$ cat src/hw/rtl/ebj_pkg.sv
`timescale 1ns / 1ps
// ----------------------------------------------------------------------------
// ebj_pkg: shared types and constants of the backoff delay generator
// Widths, register indexes, input kinds, controller states and datapath
// command bundle.
// ----------------------------------------------------------------------------
package ebj_pkg;

    // Fixed-point layout of the running delay
    localparam int FRAC_BITS   = 16;          // fraction bits of the running delay
    localparam int RUN_W       = 48;          // running delay width
    localparam int DELAY_W     = 32;          // millisecond fields
    localparam int ATTEMPT_W   = 32;
    localparam int GROWTH_W    = 16;          // Q8.8 growth factor
    localparam int GROWTH_FRAC = 8;
    localparam int RATIO_W     = 17;          // Q0.16 spread ratio, 1.0 included
    localparam int SAMPLE_W    = 16;          // Q1.15 sample
    localparam int WIDE_W      = RUN_W + GROWTH_W;
    localparam int RM_W        = 32;          // ratio * |sample|, at most 2^31
    localparam int JIT_W       = DELAY_W + RM_W;
    localparam int JIT_FRAC    = 31;
    localparam int SUM_W       = JIT_W + 1;

    localparam int CFG_INDEX_W = 2;
    localparam int CFG_DATA_W  = 32;
    localparam int IN_DATA_W   = 16;
    localparam int OUT_DATA_W  = 3 * DELAY_W;

    // Register indexes of the configuration port
    localparam logic [CFG_INDEX_W-1:0] REG_INITIAL = 2'd0;
    localparam logic [CFG_INDEX_W-1:0] REG_MAXIMUM = 2'd1;
    localparam logic [CFG_INDEX_W-1:0] REG_GROWTH  = 2'd2;
    localparam logic [CFG_INDEX_W-1:0] REG_SPREAD  = 2'd3;

    // Reset values of the registers
    localparam logic [DELAY_W-1:0]  INITIAL_RESET = 32'd1000;
    localparam logic [DELAY_W-1:0]  MAXIMUM_RESET = 32'd60000;
    localparam logic [GROWTH_W-1:0] GROWTH_RESET  = 16'd512;
    localparam logic [RATIO_W-1:0]  SPREAD_RESET  = 17'd0;
    localparam logic [RATIO_W-1:0]  RATIO_ONE     = 17'h10000;

    // Input kinds
    localparam logic KIND_NEXT  = 1'b0;
    localparam logic KIND_RESET = 1'b1;

    typedef enum logic [2:0] {
        ST_IDLE,
        ST_GROW,
        ST_NOM,
        ST_JIT,
        ST_SUM,
        ST_OUT
    } state_t;

    typedef struct packed {
        logic capture;   // latch sample of a next beat
        logic clear;     // reset beat: clear counter and running delay
        logic grow;      // advance counter and running delay
        logic nom;       // cap nominal delay
        logic jit;       // form jitter magnitude
        logic sum;       // apply jitter to nominal
        logic load_out;  // round, clamp and load result register
    } dp_cmd_t;

endpackage

$ cat src/hw/rtl/ebj_ctrl.sv
`timescale 1ns / 1ps
// ----------------------------------------------------------------------------
// ebj_ctrl: sequencer of the backoff delay generator
// Accepts one beat at a time, steps the datapath through its chain and
// owns the result valid flag.
// ----------------------------------------------------------------------------
module ebj_ctrl (
    input  logic             aclk,
    input  logic             aresetn,
    input  logic             s_tvalid,
    input  logic             s_tuser,
    output logic             s_tready,
    output logic             m_tvalid,
    input  logic             m_tready,
    output ebj_pkg::dp_cmd_t cmd
);
    import ebj_pkg::*;

    state_t state_reg, state_next;
    logic   m_valid_reg, m_valid_next;

    // Next state
    always_comb begin
        state_next = state_reg;
        unique case (state_reg)
            ST_IDLE: begin
                if (s_tvalid && s_tuser == KIND_NEXT) begin
                    state_next = ST_GROW;
                end
            end
            ST_GROW: state_next = ST_NOM;
            ST_NOM:  state_next = ST_JIT;
            ST_JIT:  state_next = ST_SUM;
            ST_SUM:  state_next = ST_OUT;
            ST_OUT: begin
                if (!m_valid_reg || m_tready) begin
                    state_next = ST_IDLE;
                end
            end
            default: state_next = ST_IDLE;
        endcase
    end

    // Outputs
    always_comb begin
        cmd      = '0;
        s_tready = 1'b0;
        unique case (state_reg)
            ST_IDLE: begin
                s_tready = 1'b1;
                if (s_tvalid) begin
                    if (s_tuser == KIND_RESET) begin
                        cmd.clear = 1'b1;
                    end else begin
                        cmd.capture = 1'b1;
                    end
                end
            end
            ST_GROW: cmd.grow = 1'b1;
            ST_NOM:  cmd.nom  = 1'b1;
            ST_JIT:  cmd.jit  = 1'b1;
            ST_SUM:  cmd.sum  = 1'b1;
            ST_OUT:  cmd.load_out = !m_valid_reg || m_tready;
            default: ;
        endcase
    end

    always_comb begin
        m_valid_next = m_valid_reg;
        if (cmd.load_out) begin
            m_valid_next = 1'b1;
        end else if (m_tready) begin
            m_valid_next = 1'b0;
        end
    end

    always_ff @(posedge aclk) begin
        if (!aresetn) begin
            state_reg   <= ST_IDLE;
            m_valid_reg <= 1'b0;
        end else begin
            state_reg   <= state_next;
            m_valid_reg <= m_valid_next;
        end
    end

    assign m_tvalid = m_valid_reg;

    // Never overwrite a result that is still waiting
    a_no_overwrite: assert property (@(posedge aclk) disable iff (!aresetn)
        cmd.load_out |-> (!m_valid_reg || m_tready))
        else $error("result register overwritten while held");

    // A next beat starts the chain
    a_next_starts: assert property (@(posedge aclk) disable iff (!aresetn)
        (s_tvalid && s_tready && s_tuser == KIND_NEXT) |=> state_reg == ST_GROW)
        else $error("next beat did not start the chain");

    // A reset beat starts no chain
    a_reset_idle: assert property (@(posedge aclk) disable iff (!aresetn)
        (s_tvalid && s_tready && s_tuser == KIND_RESET) |=> state_reg == ST_IDLE)
        else $error("reset beat left idle");

    // Valid rises only from a load in the final step
    a_valid_source: assert property (@(posedge aclk) disable iff (!aresetn)
        $rose(m_valid_reg) |-> $past(state_reg) == ST_OUT)
        else $error("result valid without a finished chain");

endmodule
$ cat config.mk
export PLATFORM = sky130hd
export DESIGN_NAME = ebj_ctrl
export DESIGN_NICKNAME = d
export VERILOG_FILES = /design/src/hw/rtl/ebj_pkg.sv /design/src/hw/rtl/ebj_ctrl.sv
export SDC_FILE = /design/constraint.sdc
export NUM_CORES = 1
export LEC_CHECK = 0
export BUFFER_PORTS_ARGS = -buffer_cell sky130_fd_sc_hd__buf_2
export CAP_MARGIN = 20
export CORE_AREA = 2 2 39 41
export DETAILED_ROUTE_END_ITERATION = 6
export DIE_AREA = 0 0 41 43
export GPL_ROUTABILITY_DRIVEN = 0
export GPL_TIMING_DRIVEN = 0
export PLACE_DENSITY = 0.43
export RECOVER_POWER = 100
export SLEW_MARGIN = 20
export SYNTH_ARGS = -nofsm -noshare
export SYNTH_HDL_FRONTEND = slang
export SYNTH_SLANG_ARGS = --single-unit
$ cat constraint.sdc
create_clock -name aclk -period 1.25 [get_ports aclk]
set_clock_uncertainty 0.15 [all_clocks]
set_input_delay 0.0625 -clock aclk [delete_from_list [all_inputs] [get_ports aclk]]
set_output_delay 0.0625 -clock aclk [all_outputs]
set_load 0.02 [all_outputs]
Word level (Yosys, flattened, before mapping)
Index checks and enable logic that the tools add are counted.

cells by class
  eq/ne operators = 7
  mux-type cells = 15
  bitwise operators = 1
  reductions and logical operators = 6

operator list
  operator            number
  $pmux 3 s6          1
  $mux 1              10
  $eq 3x2->1 const B  2
  $eq 3x3->1 const B  2
  $mux 3              2
  $mux 2              2
  $ne 2x2->1 const B  2
  $eq 3x1->1 const B  1
  $logic_not 3->1     1
  $reduce_and 2->1    1
  $reduce_bool 2->1   1
  $logic_and 1x1->1   1
  $logic_not 1->1     1
  $logic_or 1x1->1    1
  $not 1->1           1

storage, ports and cells
  bits in registers = 4
  bits of input ports = 5
  output and inout bits = 9
  logic and storage cells = 31

Longest topological paths before layout
  depth after elaboration = 4
  mapped depth = 4
  depth with buffers taken out = 3

Worst setup path after synthesis
OpenSTA, ideal clock, no wires.

  kind = flip-flop to output port
  start point = register state_reg[0]
  end point = output cmd[6] (netlist name)
  arrival time = 1140 ps
  data required time = 1038 ps
  setup slack = -102 ps
  cell stages (with the launch flop) = 5
  buffers on the path = 1
  cells stage by stage = dfxtp_1 > buf_2 > nor3_4 > nand2_1 > nor2_1

RTL lines
  element                   line            source
  start: declaration        ebj_ctrl.sv:19  state_t state_reg, state_next;
  start signal: assignment  ebj_ctrl.sv:82  state_reg <= state_next;
  end: declaration          ebj_ctrl.sv:15  output ebj_pkg::dp_cmd_t cmd

==> Implementation_results.wiki <==
{| class="wikitable"
! Metric !! Value
|-
| Post-layout worst setup margin || -0.116 ns
|-
| Post-synthesis sequential area ratio || 30.9%
|-
| Starting density of the core || a little under a fifth
|-
| Ports placed on the boundary || 14
|-
| Simple-Gate Fraction of Synth Area || between 40% and 50%
|-
| Cell Count Post-Placement || 59
|-
| Syn_nets || 35
|-
| PD cells || 1340 mW/mm^2
|-
| GR met3 Demand/Resource || 1.57%
|-
| Hold Violations, Final || 0
|-
| Initial drt markers || 0
|-
| Transition at the pin with the smallest max-transition slack || 0.251 ns
|-
| Tightest slew margin relative to the limit || between 80% and 90%
|-
| Number of warnings reported in the yosys synthesis log || 0
|-
| Number of remaining DRC errors || 0
|-
| Met2 global-route usage || 12.2%
|-
| Routed via count divided by cell count || 4.24
|-
| Layout area overhead || 108%
|-
| Number of enable-type register cells in the synthesized netlist || 0
|-
| Critical path start-end classification || flop to output pin
|-
| Clock tree root buffer cell || clkbuf_4
|-
| Cells on Worst Hold Path || 3
|-
| Clock network latency to the later pin of the worst-skew pair || 0.23 ns
|-
| RSZ-0062 raised after global routing || true
|-
| Largest family of logic cells by synthesized area || simple AND/OR/NAND/NOR gates
|-
| Synth Flop Type || dfxtp_1
|-
| H-Tree Depth || 1
|-
| Arithmetic-cell share of the synthesized area counting full adders, half adders and majority gates || 0%
|-
| Fmax achieved || 732 MHz
|-
| Fraction of synthesized area in multiplexers || 0%
|-
| Clock tree sinks || 4
|-
| Critical-path maximum fanout || 6
|-
| Failing checks || negative setup slack
|-
| Endpoints failing setup || 8
|-
| All-Layer GR Usage || 8.74%
|-
| LEAKAGE || about 0.24 nW
|-
| Cells after Synth || 30
|-
| Overall die height || 43 um
|-
| Startpoint types || flop
|-
| Share of post-route cells with drive strength above 1 || 67.3%
|-
| DP HPWL || 409 um
|-
| Maximum number of pins on one net before global-route repair || 10
|-
| Layout Cells excl Fill || 71
|-
| Vias after detailed routing || 301
|-
| Port Buffers || 13
|-
| Final Critical Period || ~1.4 ns
|-
| Cell count of the worst reg-to-reg path || 4
|-
| Clock tree from TritonCTS || built
|-
| Post-synthesis register bit count || 4
|-
| Maximum buffer depth of the clock tree || 2
|-
| Num rows || 14
|-
| Total inserted antenna cells || 0
|-
| GR Overflow Total || 0
|-
| Final-layout worst hold slack || 0.0102 ns
|-
| Count of max-cap constraint violations || 0
|-
| Status || complete, but fails checks
|-
| Crit. End Element || output pin
|-
| Netlist area before placement || roughly 260 um^2
|-
| Share of the synthesized netlist area taken by xor and xnor gates || 3.38%
|-
| Core outline area || about 0.0014 mm^2
|-
| Drt total wl || 700 um
|-
| Setup TNS || -0.358 ns
|-
| Data arrival time at the worst-slack endpoint || 1.15 ns
|-
| Worst slack at placement || 0.0226 ns
|-
| Wire length per cell || 9.86 um
|-
| Data required time of the worst path || around 1.0 ns
|-
| Antenna violations before repair || 0
|-
| Number of nets with antenna violations after routing || 0
|-
| Mean cell area of the mapped netlist || 8.63 um^2
|-
| Pre-Repair DR Iteration Count || 1
|-
| Width of the chip || slightly above 40 um
|-
| Share of the synthesized area in compound gates (AO/OA/AOI/OAI) || 13.5%
|-
| Wire length of the first global-routing pass || roughly 990 um
|-
| Final Slew Violations || 0
|-
| Worst min-delay path category || input port to flop
|-
| Met1 usage in global routing || 9.68%
|-
| Total Nets Final || between 60 and 70
|-
| Number of flip-flops in the largest register || 3
|-
| Layer with the highest usage || met2
|-
| Count of distinct cell types in the synthesized netlist || 18
|-
| Final critical-path share of the clock period || 109%
|-
| Final core utilization || 38.9%
|-
| Async set-reset flop share out of synthesis || 0%
|-
| CTS Buf Count || 3
|-
| Via count of the first global-routing pass || 248
|-
| DIE AREA || 0.00176 mm^2
|-
| Peak supply drop || 559 uV
|-
| Clock-pin slew reported for the worst setup and hold paths after clock tree synthesis || 0.03 ns
|}
worst paths after layout:
check	start	end	slack [ns]
max	state_reg[0]	cmd[5]	-0.12
min reg2reg	m_tvalid	m_tvalid	0.38
min	s_tuser	state_reg[0]	0.01
max reg2reg	state_reg[2]	state_reg[2]	-0.03
cells by family after synthesis:
group | after synthesis
flops | 4
xor+xnor | 1
simple gates | 17
compound gates | 5
buf+inv | 3
area by class of cell:
cell class / instances / area [um^2]
sequential: 4 / 91.3
clock buffer: 3 / 22.5
multi-input combinational: 23 / 199
fill: 153 / 846
tap: 16 / 20.0
timing repair buffer: 25 / 205
worst max-delay path: stages, from the launching register on:
cell,delay [ns]
dfxtp_4,0.36
nor3_4,0.24
and3_4,0.22
buf_6,0.11
through the flow:
step / instance area, um^2 / total power, mW
2_1_floorplan: 280 / 0.353
3_3_place_gp: 365 / 0.416
3_5_place_dp: 365 / 0.416
4_1_cts: 467 / 0.636
5_1_grt: 538 / 0.766
6_report: 538 / 0.723
routing by layer:
metal	vias to the layer above	share of wire (%)
li1	154	-
met1	136	41
met2	11	52
met3	0	6.6
met4	0	0
met5	-	0
synthesized netlist by cell type, drive strengths merged (2+ instances only):
cell type / n / area share [%]
nor2: 3 / 4.3
nand2: 3 / 4.3
nand2b: 3 / 7.2
nor3b: 3 / 11
a21boi: 2 / 5.8
buf: 3 / 7.7
dfxtp: 4 / 31
repair_timing:
item	4_1_cts	5_1_grt
hold buffers	2	0
pin swaps	4	7
endpoints found under the setup margin	8	8
gates resized for setup	13	14
endpoints found under the hold margin	4	0
buffers inserted	4	6
power by group:
part	total (mW)	switching, mW	internal, mW
sequential	0.188	0.0352	0.153
clock	0.156	0.0490	0.107
combinational	0.379	0.158	0.220
total	0.723	0.242	0.480
layout by cell type, fill, tap and decap left out:
| cell type | n |
|---|---|
| buf_4 | 9 |
| buf_6 | 8 |
| buf_2 | 4 |
| nor3b_2 | 3 |
| clkbuf_4 | 3 |
| dfxtp_4 | 3 |
| nor2_4 | 2 |
| nand2b_1 | 2 |
| nand2_1 | 2 |
| a21boi_0 | 2 |
| dlygate4sd3_1 | 2 |
| clkbuf_1 | 2 |
| nor2b_1 | 1 |
| nand3b_1 | 1 |
| nor2_1 | 1 |
| nor3_4 | 1 |
| and3b_2 | 1 |
| and3_4 | 1 |
| nand2b_4 | 1 |
| nand2_2 | 1 |
| xnor2_1 | 1 |
| a21oi_1 | 1 |
| o21a_1 | 1 |
| a211oi_1 | 1 |
| dfxtp_1 | 1 |
(Power assumes the default switching activity.)
